**config.mk**
```make
export PLATFORM = sky130hd
export DESIGN_NAME = job_queue_with_delete_unit_flat
export DESIGN_NICKNAME = d
export VERILOG_FILES = /design/src/design/jqd_pkg.sv /design/src/design/jqd_if.sv /design/src/design/jqd_mem.sv /design/src/design/jqd_seq.sv /design/src/design/job_queue_with_delete_unit.sv /design/src/flat_wrapper.sv
export SDC_FILE = /design/constraint.sdc
export NUM_CORES = 1
export LEC_CHECK = 0
export BUFFER_PORTS_ARGS = -buffer_cell sky130_fd_sc_hd__buf_2
export CAP_MARGIN = 0
export CORE_MARGIN = 5
export CORE_UTILIZATION = 51
export CTS_CLUSTER_DIAMETER = 100
export DETAILED_ROUTE_END_ITERATION = 6
export PLACE_DENSITY = 0.67
export SETUP_SLACK_MARGIN = 0.2
export SLEW_MARGIN = 5
export SYNTH_ARGS = -nofsm -noshare
export SYNTH_HDL_FRONTEND = slang
export SYNTH_SLANG_ARGS = --single-unit
```
**constraint.sdc**
```tcl
create_clock -name clk -period 5.4 [get_ports clk]
set_clock_uncertainty 0.2 [all_clocks]
set_input_delay 1.08 -clock clk [delete_from_list [all_inputs] [get_ports clk]]
set_output_delay 1.08 -clock clk [all_outputs]
set_load 0.01 [all_outputs]
```
**src/design/jqd_pkg.sv**
```systemverilog
// Shared types and constants for the job queue with delete.
package jqd_pkg;

    localparam int JOB_W = 16;
    localparam int OP_W  = 2;
    localparam int OCC_W = 5;

    typedef logic [JOB_W-1:0] job_t;
    typedef logic [OP_W-1:0]  op_t;
    typedef logic [OCC_W-1:0] occ_t;

    localparam op_t OP_ADD    = 2'd0;
    localparam op_t OP_POP    = 2'd1;
    localparam op_t OP_DELETE = 2'd2;

    typedef enum logic [1:0] {
        ST_OK,
        ST_EMPTY,
        ST_FULL,
        ST_NOT_FOUND
    } status_t;

    typedef enum logic [2:0] {
        S_IDLE,
        S_DECODE,
        S_POP,
        S_SCAN,
        S_SHIFT,
        S_DONE
    } state_t;

    typedef struct packed {
        job_t    job_out;
        status_t status;
        occ_t    occupancy;
    } result_t;

endpackage

```
**src/design/jqd_if.sv**
```systemverilog
// Request and response channel interfaces.
interface jqd_req_if;
    logic          valid;
    logic          ready;
    jqd_pkg::op_t  op;
    jqd_pkg::job_t job_id;

    modport source (output valid, output op, output job_id, input ready);
    modport sink   (input valid, input op, input job_id, output ready);
endinterface

interface jqd_rsp_if;
    logic           valid;
    logic           ready;
    jqd_pkg::job_t  job_out;
    logic [1:0]     status;
    jqd_pkg::occ_t  occupancy;

    modport source (output valid, output job_out, output status, output occupancy,
                    input ready);
    modport sink   (input valid, input job_out, input status, input occupancy,
                    output ready);
endinterface

```
**src/design/jqd_mem.sv**
```systemverilog
// Job store: one write port, one read port with registered read data.
module jqd_mem #(
    parameter int DEPTH = 16,
    parameter int AW    = 4
) (
    input  logic          clk,
    input  logic          we,
    input  logic [AW-1:0] waddr,
    input  jqd_pkg::job_t wdata,
    input  logic          re,
    input  logic [AW-1:0] raddr,
    output jqd_pkg::job_t rdata
);

    jqd_pkg::job_t mem [DEPTH];

    always_ff @(posedge clk)
    begin
        if (we)
        begin
            mem[waddr] <= wdata;
        end
    end

    always_ff @(posedge clk)
    begin
        if (re)
        begin
            rdata <= mem[raddr];
        end
    end

endmodule

```
**src/design/jqd_seq.sv**
```systemverilog
// Sequencer: head/count bookkeeping, key compare and the delete scan/shift walk.
module jqd_seq #(
    parameter int QUEUE_DEPTH = 16
) (
    input  logic              clk,
    input  logic              rst_n,
    input  logic              req_valid,
    output logic              req_ready,
    input  jqd_pkg::op_t      req_op,
    input  jqd_pkg::job_t     req_job_id,
    output logic              res_valid,
    input  logic              res_ready,
    output jqd_pkg::result_t  res
);

    localparam int AW = (QUEUE_DEPTH > 1) ? $clog2(QUEUE_DEPTH) : 1;
    localparam int CW = $clog2(QUEUE_DEPTH + 1);
    localparam int SW = CW + 1;
    localparam logic [AW-1:0] LAST_SLOT = AW'(QUEUE_DEPTH - 1);
    localparam logic [SW-1:0] DEPTH_S   = SW'(QUEUE_DEPTH);

    jqd_pkg::state_t state_reg, state_next;
    jqd_pkg::op_t    op_reg, op_next;
    jqd_pkg::job_t   key_reg, key_next;
    jqd_pkg::job_t   job_out_reg, job_out_next;
    jqd_pkg::status_t status_reg, status_next;
    logic [AW-1:0]   head_reg, head_next;
    logic [CW-1:0]   count_reg, count_next;
    logic [CW-1:0]   pos_reg, pos_next;
    logic [CW-1:0]   rd_pos_reg, rd_pos_next;

    logic            mem_we;
    logic            mem_re;
    logic [AW-1:0]   mem_waddr;
    logic [AW-1:0]   mem_raddr;
    jqd_pkg::job_t   mem_wdata;
    jqd_pkg::job_t   mem_rdata;
    logic [CW-1:0]   wpos;

    logic            req_fire;
    logic            is_full;
    logic            is_empty;
    logic            hit;
    logic            last;
    logic            more;

    // ring position to slot; pos never exceeds the depth
    function automatic logic [AW-1:0] slot_of(input logic [AW-1:0] head,
                                              input logic [CW-1:0] pos);
        logic [SW-1:0] s;
        begin
            s = SW'(head) + SW'(pos);
            if (s >= DEPTH_S)
            begin
                s = s - DEPTH_S;
            end
            return s[AW-1:0];
        end
    endfunction

    assign req_fire = req_valid && req_ready;
    assign is_full  = (SW'(count_reg) >= DEPTH_S);
    assign is_empty = (count_reg == '0);
    assign hit      = (mem_rdata == key_reg);
    assign last     = ((SW'(pos_reg) + SW'(1)) == SW'(count_reg));
    assign more     = ((SW'(pos_reg) + SW'(1)) < SW'(count_reg));

    jqd_mem #(
        .DEPTH (QUEUE_DEPTH),
        .AW    (AW)
    ) u_mem (
        .clk   (clk),
        .we    (mem_we),
        .waddr (mem_waddr),
        .wdata (mem_wdata),
        .re    (mem_re),
        .raddr (mem_raddr),
        .rdata (mem_rdata)
    );

    // next state
    always_comb
    begin
        state_next = state_reg;
        case (state_reg)
            jqd_pkg::S_IDLE:
            begin
                if (req_fire)
                begin
                    state_next = jqd_pkg::S_DECODE;
                end
            end
            jqd_pkg::S_DECODE:
            begin
                case (op_reg)
                    jqd_pkg::OP_POP:
                        state_next = is_empty ? jqd_pkg::S_DONE : jqd_pkg::S_POP;
                    jqd_pkg::OP_DELETE:
                        state_next = is_empty ? jqd_pkg::S_DONE : jqd_pkg::S_SCAN;
                    default:
                        state_next = jqd_pkg::S_DONE;
                endcase
            end
            jqd_pkg::S_POP:
                state_next = jqd_pkg::S_DONE;
            jqd_pkg::S_SCAN:
            begin
                if (hit)
                begin
                    state_next = jqd_pkg::S_SHIFT;
                end
                else if (last)
                begin
                    state_next = jqd_pkg::S_DONE;
                end
            end
            jqd_pkg::S_SHIFT:
            begin
                if (!more)
                begin
                    state_next = jqd_pkg::S_DONE;
                end
            end
            jqd_pkg::S_DONE:
            begin
                if (res_ready)
                begin
                    state_next = jqd_pkg::S_IDLE;
                end
            end
            default:
                state_next = jqd_pkg::S_IDLE;
        endcase
    end

    // outputs: handshakes and memory ports
    always_comb
    begin
        req_ready = 1'b0;
        res_valid = 1'b0;
        mem_we    = 1'b0;
        mem_re    = 1'b0;
        mem_wdata = key_reg;
        wpos      = pos_reg;
        case (state_reg)
            jqd_pkg::S_IDLE:
                req_ready = 1'b1;
            jqd_pkg::S_DECODE:
            begin
                // read the head for pop or the first compare of delete
                mem_re = 1'b1;
                wpos   = count_reg;
                mem_we = (op_reg == jqd_pkg::OP_ADD) && !is_full;
            end
            jqd_pkg::S_SCAN:
                mem_re = 1'b1;
            jqd_pkg::S_SHIFT:
            begin
                // move the entry behind one slot toward the head
                mem_we    = more;
                mem_re    = more;
                mem_wdata = mem_rdata;
            end
            jqd_pkg::S_DONE:
                res_valid = 1'b1;
            default:
            begin
                req_ready = 1'b0;
            end
        endcase
        mem_waddr = slot_of(head_reg, wpos);
        mem_raddr = slot_of(head_reg, rd_pos_reg);
    end

    // datapath
    always_comb
    begin
        op_next      = op_reg;
        key_next     = key_reg;
        job_out_next = job_out_reg;
        status_next  = status_reg;
        head_next    = head_reg;
        count_next   = count_reg;
        pos_next     = pos_reg;
        rd_pos_next  = rd_pos_reg;
        case (state_reg)
            jqd_pkg::S_IDLE:
            begin
                if (req_fire)
                begin
                    op_next      = req_op;
                    key_next     = req_job_id;
                    job_out_next = '0;
                    status_next  = jqd_pkg::ST_OK;
                    pos_next     = '0;
                    rd_pos_next  = '0;
                end
            end
            jqd_pkg::S_DECODE:
            begin
                rd_pos_next = rd_pos_reg + CW'(1);
                case (op_reg)
                    jqd_pkg::OP_ADD:
                    begin
                        if (is_full)
                        begin
                            status_next = jqd_pkg::ST_FULL;
                        end
                        else
                        begin
                            count_next = count_reg + CW'(1);
                        end
                    end
                    jqd_pkg::OP_POP:
                    begin
                        if (is_empty)
                        begin
                            status_next = jqd_pkg::ST_EMPTY;
                        end
                    end
                    jqd_pkg::OP_DELETE:
                    begin
                        if (is_empty)
                        begin
                            status_next = jqd_pkg::ST_NOT_FOUND;
                        end
                    end
                    default:
                    begin
                        status_next = jqd_pkg::ST_OK;
                    end
                endcase
            end
            jqd_pkg::S_POP:
            begin
                job_out_next = mem_rdata;
                head_next    = (head_reg == LAST_SLOT) ? '0 : head_reg + AW'(1);
                count_next   = count_reg - CW'(1);
            end
            jqd_pkg::S_SCAN:
            begin
                rd_pos_next = rd_pos_reg + CW'(1);
                if (hit)
                begin
                    job_out_next = mem_rdata;
                end
                else if (last)
                begin
                    status_next = jqd_pkg::ST_NOT_FOUND;
                end
                else
                begin
                    pos_next = pos_reg + CW'(1);
                end
            end
            jqd_pkg::S_SHIFT:
            begin
                if (more)
                begin
                    pos_next    = pos_reg + CW'(1);
                    rd_pos_next = rd_pos_reg + CW'(1);
                end
                else
                begin
                    count_next = count_reg - CW'(1);
                end
            end
            default:
            begin
                pos_next = pos_reg;
            end
        endcase
    end

    always_ff @(posedge clk or negedge rst_n)
    begin
        if (!rst_n)
        begin
            state_reg <= jqd_pkg::S_IDLE;
            head_reg  <= '0;
            count_reg <= '0;
        end
        else
        begin
            state_reg <= state_next;
            head_reg  <= head_next;
            count_reg <= count_next;
        end
    end

    always_ff @(posedge clk)
    begin
        op_reg      <= op_next;
        key_reg     <= key_next;
        job_out_reg <= job_out_next;
        status_reg  <= status_next;
        pos_reg     <= pos_next;
        rd_pos_reg  <= rd_pos_next;
    end

    assign res.job_out   = job_out_reg;
    assign res.status    = status_reg;
    assign res.occupancy = jqd_pkg::OCC_W'(count_reg);

endmodule

```
**src/design/job_queue_with_delete_unit.sv**
```systemverilog
// Top level of the job queue with delete: sequencer plus response register.
//
//   channel  dir  fields                      accepted when
//   req      in   op, job_id                  req.valid && req.ready
//   rsp      out  job_out, status, occupancy  rsp.valid && rsp.ready
//
// Add steps through DECODE and DONE, pop through DECODE, POP and DONE, delete through
// DECODE, SCAN, SHIFT and DONE (a miss skips SHIFT; empty goes DECODE to DONE). The walk
// reads one entry per cycle through the single store read port, comparing, then moving.
// Reset clears head and count; the store itself holds no reset value.
// A result waits in the response register; the next item is accepted meanwhile,
// and the sequencer holds its finished result while that register is still full.
module job_queue_with_delete_unit #(
    parameter int QUEUE_DEPTH = 16
) (
    input  logic              clk,
    input  logic              rst_n,
    jqd_req_if.sink           req,
    jqd_rsp_if.source         rsp
);

    jqd_pkg::result_t res;
    logic             res_valid;
    logic             res_ready;
    logic             out_valid_reg, out_valid_next;
    jqd_pkg::result_t out_reg, out_next;

    jqd_seq #(
        .QUEUE_DEPTH (QUEUE_DEPTH)
    ) u_seq (
        .clk        (clk),
        .rst_n      (rst_n),
        .req_valid  (req.valid),
        .req_ready  (req.ready),
        .req_op     (req.op),
        .req_job_id (req.job_id),
        .res_valid  (res_valid),
        .res_ready  (res_ready),
        .res        (res)
    );

    assign res_ready = !out_valid_reg || rsp.ready;

    always_comb
    begin
        out_valid_next = out_valid_reg;
        out_next       = out_reg;
        if (res_ready)
        begin
            out_valid_next = res_valid;
            if (res_valid)
            begin
                out_next = res;
            end
        end
    end

    always_ff @(posedge clk or negedge rst_n)
    begin
        if (!rst_n)
        begin
            out_valid_reg <= 1'b0;
        end
        else
        begin
            out_valid_reg <= out_valid_next;
        end
    end

    always_ff @(posedge clk)
    begin
        out_reg <= out_next;
    end

    assign rsp.valid     = out_valid_reg;
    assign rsp.job_out   = out_reg.job_out;
    assign rsp.status    = out_reg.status;
    assign rsp.occupancy = out_reg.occupancy;

`ifndef SYNTHESIS
    a_full_at_depth: assert property (@(posedge clk) disable iff (!rst_n)
        (rsp.valid && rsp.status == jqd_pkg::ST_FULL)
            |-> rsp.occupancy == jqd_pkg::OCC_W'(QUEUE_DEPTH))
        else $error("full reported below depth");

    a_empty_zero: assert property (@(posedge clk) disable iff (!rst_n)
        (rsp.valid && rsp.status == jqd_pkg::ST_EMPTY) |-> rsp.occupancy == '0)
        else $error("empty reported with jobs held");

    a_fail_no_job: assert property (@(posedge clk) disable iff (!rst_n)
        (rsp.valid && rsp.status != jqd_pkg::ST_OK) |-> rsp.job_out == '0)
        else $error("failed request returned a job");

    a_busy_after_accept: assert property (@(posedge clk) disable iff (!rst_n)
        (req.valid && req.ready) |=> !req.ready)
        else $error("item accepted while previous one in progress");
`endif

endmodule

```
**src/flat_wrapper.sv**
```systemverilog
// flat-port wrapper written by rule: the top's interface ports become plain ports
module job_queue_with_delete_unit_flat 
#(
    parameter int QUEUE_DEPTH = 16
)
  (clk, rst_n, req_valid, req_op, req_job_id, req_ready, rsp_valid, rsp_job_out, rsp_status, rsp_occupancy, rsp_ready);
  jqd_req_if req_i ();
  jqd_rsp_if rsp_i ();
  input  logic clk;
  input  logic rst_n;
  input wire logic [$bits(req_i.valid)-1:0] req_valid;
  input wire logic [$bits(req_i.op)-1:0] req_op;
  input wire logic [$bits(req_i.job_id)-1:0] req_job_id;
  output wire logic [$bits(req_i.ready)-1:0] req_ready;
  output wire logic [$bits(rsp_i.valid)-1:0] rsp_valid;
  output wire logic [$bits(rsp_i.job_out)-1:0] rsp_job_out;
  output wire logic [$bits(rsp_i.status)-1:0] rsp_status;
  output wire logic [$bits(rsp_i.occupancy)-1:0] rsp_occupancy;
  input wire logic [$bits(rsp_i.ready)-1:0] rsp_ready;
  assign req_i.valid = req_valid;
  assign req_i.op = req_op;
  assign req_i.job_id = req_job_id;
  assign req_ready = req_i.ready;
  assign rsp_valid = rsp_i.valid;
  assign rsp_job_out = rsp_i.job_out;
  assign rsp_status = rsp_i.status;
  assign rsp_occupancy = rsp_i.occupancy;
  assign rsp_i.ready = rsp_ready;
  job_queue_with_delete_unit #(.QUEUE_DEPTH(QUEUE_DEPTH)) u_core (.clk(clk), .rst_n(rst_n), .req(req_i), .rsp(rsp_i));
endmodule
```
==> results of run 1 <==
==> cell type report <==
class                   instances  area [sq um]  area share
repair buffers                 71           418      0.0256
well taps                     378           473      0.0290
multi-input cells             406          3760       0.230
inverters                      14          52.6     0.00322
clock inverters                15           116     0.00714
flip-flops and latches        353         10500       0.646
clock buffers                  48           956      0.0586
==> synth_stat cells, types with 5 or more instances <==
| library cell | number |
|---|---|
| xnor2_1 | 12 |
| inv_1 | 13 |
| mux2_2 | 5 |
| buf_2 | 14 |
| dfrtp_1 | 13 |
| and2_1 | 33 |
| a211oi_2 | 9 |
| a211oi_1 | 10 |
| a21o_1 | 5 |
| nor2b_1 | 7 |
| nor2_1 | 27 |
| nand3_1 | 5 |
| nor4_1 | 8 |
| mux4_2 | 64 |
| nand2_1 | 97 |
| clkbuf_1 | 10 |
| o21ai_0 | 11 |
| buf_6 | 6 |
| ha_1 | 21 |
| a21oi_1 | 11 |
| edfxtp_1 | 340 |
| a31oi_1 | 20 |
| nand4_1 | 5 |
| xor2_1 | 21 |
==> cells by family after synthesis <==
logic type,count (synthesis),share of synthesized area
AND/OR/NAND/NOR,199,0.0658
multiplexers,73,0.106
flip-flops,353,0.727
buffers and inverters,48,0.0181
AO/OA/AOI/OAI,75,0.0371
XOR/XNOR,35,0.0232
adder cells (fa/ha/maj),24,0.0223
==> placed cells by master, fill, tap and decap left out, types with 20 or more instances in the layout <==
| cell | netlist | routed |
|---|---|---|
| xor2_1 | 21 | 20 |
| mux4_2 | 64 | 64 |
| ha_1 | 21 | 20 |
| nand2_1 | 97 | 97 |
| clkbuf_16 | 0 | 36 |
| and2_1 | 33 | 33 |
| a31oi_1 | 20 | 20 |
| nor2_1 | 27 | 26 |
| edfxtp_1 | 340 | 340 |
| buf_2 | 14 | 46 |
| buf_4 | 1 | 25 |
==> worst max path at each step <==
stage,endpoint,slack [ps],cells after the start
detailed placement,u_core.u_seq.u_mem.mem[11][13],1750,9
global route,u_core.u_seq.u_mem.mem[15][3],1540,9
global placement,u_core.u_seq.u_mem.rdata[9],1810,8
floorplan,u_core.u_seq.u_mem.mem[10][0],1050,9
CTS,u_core.u_seq.u_mem.mem[10][3],1750,9
finish,u_core.u_seq.u_mem.mem[10][4],1720,9
==> through the flow <==
step                       util  hold slack, ps
after floorplan               -             200
after global placement    0.545             201
after detailed placement  0.545             205
after CTS                 0.584             217
after global routing      0.584             221
final                     0.584             216
==> per-layer routing <==
layer  track usage  routed length, um  vias up
met1         0.259              12500     3806
met4        0.0406                417        0
met3        0.0426               1960       33
met5             0                  0        -
met2         0.307              14200      255
li1              -                  -     3295
==> worst max-delay path, cell delays in order, from the launching register on <==
cell     delay (ps)
dfrtp_1         740
nor3b_4         410
mux2_2          400
ha_1            280
a21o_1          170
a21oi_2         210
xor3_1          280
nand2_1         130
nor4_2          230
buf_4           310
==> flow_summary.toml, run 1 <==
[run_status]
status = "complete, no violations"

[sta]
setup_violations = 0
slew_viol_final = 0
relSlewSlack = 0.216
layout_setup_ws_ps = 1720
finalHoldViolations = 0
rsz0062_at_grt = "false"
worst_pin_slew_ps = 1170
max_freq_mhz = 272
fin_setup_tns_ps = 0
finalCritPeriodShare = 0.681
layout_min_cycle_time_ps = 3680

[worst_hold_path]
min_path_cells = 0
hold_class = "reg -> reg"
min_to = "u_core.rsp.job_out[5]"
hold_start = "u_core.u_seq.job_out_reg[5]"

[cts]
cts_tree = "done"
clockBufferDepth = 3
path_clk_slew_ps = 60
htree_num_levels = 2
ctsRootBufferMaster = "clkbuf_16"
ctsHoldBuffers = 0
post_cts_buffers = 0
cts_buffers = 36
clk_latency_ps = 520
ctsResizeCount = 0
clock_sinks = 353

[floorplanning]
die_h_um = 179
placementRows = 61
io_pins = 47
coreArea_sq_um = 27900
die_w_um = 179
start_util = 0.518
dieArea_sq_um = 31900

[global_route]
grt_antenna_before_repair = 0
grt_max_degree = 33
grt_pass1_vias = 7608
grt.overflow.total = 0
grtUsageTotal = 0.187
grt_pass1_wl_um = 44800

[finish]
largest_register = "u_core.u_seq.u_mem.mem"
fin_area_sq_um = 16300
layout-drive-gt1-share = 0.235
fill_cells = 2054
finalNetCount = 928
syn_to_final_growth_pct = 12.6
antenna_cells = 0
largest_reg_flops = 256
fin_cells = 1285

[yosys]
synth_top_area_cell = "edfxtp_1"
synth.top_cell.area_share = 0.705
ys_ff_latch = 353
synthTopCellsByArea = "edfxtp_1 70%, mux4_2 10%, nand2_1 2.5%"
syn_area_sq_um = 14500
yosysWarnings = 0
syn-instance-count = 807
yosysUniqueCellTypes = 48
ys_seq_area_frac = 0.727
avgSynthCellArea_sq_um = 17.9
synthArstFlopShare = 0.0368
syn-num-nets = 853
synth_ff_type = "edfxtp_1"
synth_edf_count = 340

[run]
drv_cap = 0

[critical_path]
rrSetupSlack_ps = 1720
crit_fanout = 20
cp-startpoint = "u_core.u_seq.state_reg[0]"
r2r_end = "u_core.u_seq.u_mem.mem[10][4]"
worst-endpoint-arrival_ps = 3660
critPathKind = "reg -> reg"
regToRegStartpoint = "u_core.u_seq.state_reg[0]"
crit_path_end_kind = "flip-flop"
r2r_cells = 9
cp-start-kind = "flip-flop"
cp.required_ps = 5380

[drt]
drcViolationCount = 0
ant_nets = 0
vias_per_cell = 5.75
drt_iter0_markers = 710
routed_wl_um = 29000
wire_per_inst_um = 22.6
firstDrtPassIters = 6
vias = 7389

[place]
dp_hpwl_um = 18500
gp_congestion = 0.844
place_inst = 1222
dpl_worst_slack_ps = 1750
place_area_sq_um = 15200
portBuffers = 46
Power of run 1 is left out: the tool's default activity adds up to more than one toggle a clock period on the data nets, which glitch-free logic cannot reach.
==> inputs of run 2 (changes only) <==
--- a/config.mk
+++ b/config.mk
@@ -11,7 +11,7 @@
 export CORE_UTILIZATION = 51
 export CTS_CLUSTER_DIAMETER = 100
 export DETAILED_ROUTE_END_ITERATION = 6
-export PLACE_DENSITY = 0.67
+export PLACE_DENSITY = 0.7
 export SETUP_SLACK_MARGIN = 0.2
 export SLEW_MARGIN = 5
 export SYNTH_ARGS = -nofsm -noshare
==> constraint.sdc (replaced) <==
create_clock -name clk -period 3.05 [get_ports clk]
set_clock_uncertainty 0.2 [all_clocks]
set_input_delay 0.61 -clock clk [delete_from_list [all_inputs] [get_ports clk]]
set_output_delay 0.61 -clock clk [all_outputs]
set_load 0.01 [all_outputs]
==> run 2 against run 1 <==
Effect of this change:
- the flow now finishes with violations (negative setup slack)
- non-clock buffer count up 38
- global-route usage down 0.15 points
- flip-flop and latch count did not move
- cell count is 3.1% higher
- hold slack lost 150 ps
- routed wire length up 0.18%
- maximum frequency is 20% higher
- via count is 0.55% higher
- utilization rose by 3.6 points
==> flow_summary.toml, run 2 (synthesis gave the netlist of run 1 again) <==
[finish]
fill_cells = 1946
final_cell_mix = "340 x edfxtp_1, 93 x nand2_1, 64 x mux4_2"
layout-drive-gt1-share = 0.308
finalNetCount = 966
regArea_sq_um = 10500
antenna_cells = 0
layout_commonest_cell = "edfxtp_1"
multi_input_area_sq_um = 4030
fin_area_sq_um = 17300
syn_to_final_growth_pct = 19.5
largest_register = "u_core.u_seq.u_mem.mem"
largest_reg_flops = 256

[drt]
firstDrtPassIters = 5
vias = 7430
vias_per_cell = 5.61
ant_nets = 0
routed_wl_um = 29100
drt_iter0_markers = 645
wire_per_inst_um = 21.9
drcViolationCount = 0

[global_route]
met3_usage = 0.0365
grt_antenna_before_repair = 0
grt-busiest-layer = "met2"
grt_pass1_wl_um = 44700
grtUsageTotal = 0.185
use_met2 = 0.283
gr-usage-met1 = 0.279
grt.overflow.total = 0
grt_max_degree = 34
grt_pass1_vias = 7716

[floorplanning]
die_w_um = 179
placementRows = 61
start_util = 0.518
coreArea_sq_um = 27900
dieArea_sq_um = 31900
die_h_um = 179
io_pins = 47

[cts]
cts_tree = "done"
clk_latency_ps = 520
clockBufferDepth = 3
cts_buffers = 36
path_clk_slew_ps = 60
ctsRootBufferMaster = "clkbuf_16"
htree_num_levels = 2
clock_sinks = 353

[sta]
relSlewSlack = 0.291
rsz0062_at_grt = "true"
worst_pin_slew_ps = 1060
setup_violations = 8
layout_setup_ws_ps = -11.6
layout_min_cycle_time_ps = 3060
slew_viol_final = 0
fin_setup_tns_ps = -77.7
finalCritPeriodShare = 1.00
max_freq_mhz = 327
finalHoldViolations = 0

[place]
place_area_sq_um = 15900
dp_hpwl_um = 18900
gp_congestion = 0.811
portBuffers = 46

[worst_hold_path]
hold_class = "in -> reg"

[critical_path]
cp-start-kind = "flip-flop"
rrSetupSlack_ps = -10
critPathKind = "reg -> reg"
crit_fanout = 8
worst-endpoint-arrival_ps = 3090
cp.required_ps = 3080
crit_path_end_kind = "flip-flop"

[run_status]
violations = "negative setup slack"
status = "finished with violations"

[run]
drv_cap = 0
==> run 2: cell count changes in the layout (fill, tap and decap cells not counted), moves of 5 or more <==
cell / change
clkbuf_1: -5
nor2_4: +12
buf_12: +21
buf_4: +9
nor2_1: -13
==> run 2: cell type report <==
cell class | count | area share
clock buffer | 42 | 0.0534
clock inverter | 23 | 0.0140
sequential | 353 | 0.609
inverter | 14 | 0.00304
tap | 378 | 0.0273
multi-input combinational | 406 | 0.233
timing repair buffer | 109 | 0.0607
==> run 2: metal layers <==
| metal | wire, um | part of all wire |
|---|---|---|
| met4 | 556 | 0.019 |
| met2 | 13500 | 0.46 |
| met5 | 0 | 0 |
| met1 | 13200 | 0.46 |
| met3 | 1800 | 0.062 |
==> run 2: through the flow <==
step	hold slack, ps	instances	worst slack [ps]	utilization
after floorplan	114	807	-229	-
after global routing	51.6	1325	-65.2	0.620
after detailed placement	205	1249	-84.5	0.569
final	69.0	1325	-11.6	0.620
after CTS	51.9	1317	7.63	0.612
after global placement	201	1249	24.2	0.569
==> run 2: worst max-delay path: stages (launching register included) <==
cell       delay, ps
dfrtp_1          400
nor3b_4          340
mux2_4           350
ha_4             160
inv_2             50
fa_2             480
buf_6            170
nor4_4           240
buf_4            200
clkbuf_16        170
==> run 2: worst paths after layout <==
check	start	to	cells after the start
max in group asynchronous	rst_n	u_core.rsp.valid	2
worst min register to register	u_core.u_seq.job_out_reg[1]	u_core.rsp.job_out[1]	0
worst min-delay path	req_job_id[9]	u_core.u_seq.key_reg[9]	1
worst max-delay path	u_core.u_seq.state_reg[1]	u_core.u_seq.u_mem.mem[14][1]	9
min in group asynchronous	rst_n	u_core.u_seq.state_reg[0]	2
worst max register to register	u_core.u_seq.state_reg[1]	u_core.u_seq.u_mem.mem[14][1]	9
==> run 2: timing repair <==
item | in CTS | in global routing
hold endpoints to repair | 13 | 0
buffers inserted | 2 | 4
setup endpoints to repair | 257 | 268
pin swaps | 2 | 11
hold buffers | 1 | 0
cloned | 0 | 4
resized for setup | 4 | 19
Power of run 2 is left out for the same reason.
==> inputs of run 3 (changes only) <==
--- a/config.mk
+++ b/config.mk
@@ -11,6 +11,7 @@
 export CORE_UTILIZATION = 51
 export CTS_CLUSTER_DIAMETER = 100
 export DETAILED_ROUTE_END_ITERATION = 6
+export MAX_ROUTING_LAYER = met4
 export PLACE_DENSITY = 0.7
 export SETUP_SLACK_MARGIN = 0.2
 export SLEW_MARGIN = 5
==> run 3 against run 2 <==
Effect of this change:
- the run still ends with negative setup slack left
- first-iteration DRC count decreased by 3.9%
- design area about the same
- register-to-register slack about the same
- flip-flop and latch count unchanged
- global-route usage increased by 0.53 points
- routed wire length decreased by 0.11%
- sequential share of layout area about the same
- die area unchanged
- hold slack about the same
- non-clock buffer count decreased by 1
- critical endpoint is now u_core.u_seq.u_mem.mem[14][3]
- highest routed layer unchanged
==> flow_summary.toml, run 3 (synthesis gave the netlist of run 1 again) <==
[cts]
cts_tree = "done"
ctsRootBufferMaster = "clkbuf_16"
path_clk_slew_ps = 70
cts_buffers = 36
clockBufferDepth = 3
clock_sinks = 353
clk_latency_ps = 520
htree_num_levels = 2

[floorplanning]
die_h_um = 179
io_pins = 47
start_util = 0.518
die_w_um = 179
placementRows = 61
dieArea_sq_um = 31900
coreArea_sq_um = 27900

[drt]
drt_iter0_markers = 620
wire_per_inst_um = 21.9
vias_per_cell = 5.65
ant_nets = 0
firstDrtPassIters = 5
vias = 7476
drcViolationCount = 0
routed_wl_um = 29000

[global_route]
grt_pass1_vias = 7714
grt_pass1_wl_um = 44700
grt.overflow.total = 0
grt_max_degree = 34
grtUsageTotal = 0.191
grt_antenna_before_repair = 0

[critical_path]
crit_family = "adder cells"
cp-start-kind = "flip-flop"
worst-endpoint-arrival_ps = 3080
cp.required_ps = 3080
crit_path_end_kind = "flip-flop"
max_stage_delay_ps = 480
crit_chain = "nor3b_4, mux2_4, ha_4, inv_2, fa_2, buf_6, nor4_4, buf_4, clkbuf_16"
critPathKind = "reg -> reg"
cp_num_buf_inv = 4
slowest_stage = "fa_2"
crit_fanout = 8

[finish]
antenna_cells = 0
multi_input_area_sq_um = 4030
syn_to_final_growth_pct = 19.4
layout_commonest_cell = "edfxtp_1"
layout-drive-gt1-share = 0.308
fill_cells = 1949
largest_register = "u_core.u_seq.u_mem.mem"
largest_reg_flops = 256
finalNetCount = 965
regArea_sq_um = 10500
final_cell_mix = "340 x edfxtp_1, 93 x nand2_1, 64 x mux4_2"

[sta]
slew_viol_final = 0
layout_setup_ws_ps = -6.61
rsz0062_at_grt = "true"
finalHoldViolations = 0
layout_min_cycle_time_ps = 3060
worst_pin_slew_ps = 1100
max_freq_mhz = 327
relSlewSlack = 0.264
setup_violations = 8
finalCritPeriodShare = 1.00

[place]
gp_congestion = 0.823
portBuffers = 46
dpl_worst_slack_ps = -84.5
dp_hpwl_um = 18900

[run_status]
violations = "negative setup slack"
status = "finished with violations"

[run]
drv_cap = 0

[worst_hold_path]
hold_class = "in -> reg"
==> run 3: cell types whose count changed in the layout (fill, tap and decap cells not counted) <==
cell,previous run,this run
buf_4,34,33
==> run 3: layer usage <==
metal  share of wire  up-vias  track usage
li1                -     3383            -
met5               0        -            -
met1            0.45     3773        0.279
met2            0.47      279        0.283
met3           0.068       41       0.0350
met4           0.019        0       0.0461
==> run 3: path summary, 6_finish.rpt <==
check / start / to / slack (ps) / cells after the start
max: u_core.u_seq.state_reg[1] / u_core.u_seq.u_mem.mem[14][3] / -7 / 9
min: req_job_id[9] / u_core.u_seq.key_reg[9] / 70 / 1
max reg2reg: u_core.u_seq.state_reg[1] / u_core.u_seq.u_mem.mem[14][3] / -7 / 9
min reg2reg: u_core.u_seq.job_out_reg[1] / u_core.rsp.job_out[1] / 220 / 0
max in group asynchronous: rst_n / u_core.rsp.valid / 2000 / 2
min in group asynchronous: rst_n / u_core.u_seq.state_reg[0] / 380 / 2
==> run 3: repair_timing <==
action                                  CTS  global route
endpoints found under the setup margin  257           268
hold buffers                              1             0
gates resized for setup                   4            19
endpoints found under the hold margin    13             0
cloned                                    0             4
pin swaps                                 2             9
buffers inserted                          2             3
==> run 3: per-stage QoR <==
step                      instance area [sq um]  hold slack, ps  instances  utilization  TNS (ps)
after global routing                      17300            48.8       1324        0.619     -1940
after detailed placement                  15900             205       1249        0.569     -7040
after global placement                    15900             201       1249        0.569         0
final                                     17300            69.2       1324        0.619     -42.3
after floorplan                           14700             114        807            -    -21330
after CTS                                 17100            51.9       1317        0.612         0
==> run 3: cell type report <==
type                            instances  share of cell area
Clock buffer                           42              0.0534
Clock inverter                         23              0.0140
Inverter                               14             0.00304
Multi-Input combinational cell        406               0.233
Sequential cell                       353               0.609
Tap cell                              378              0.0273
Timing Repair Buffer                  108              0.0602
Power of run 3 is left out for the same reason.
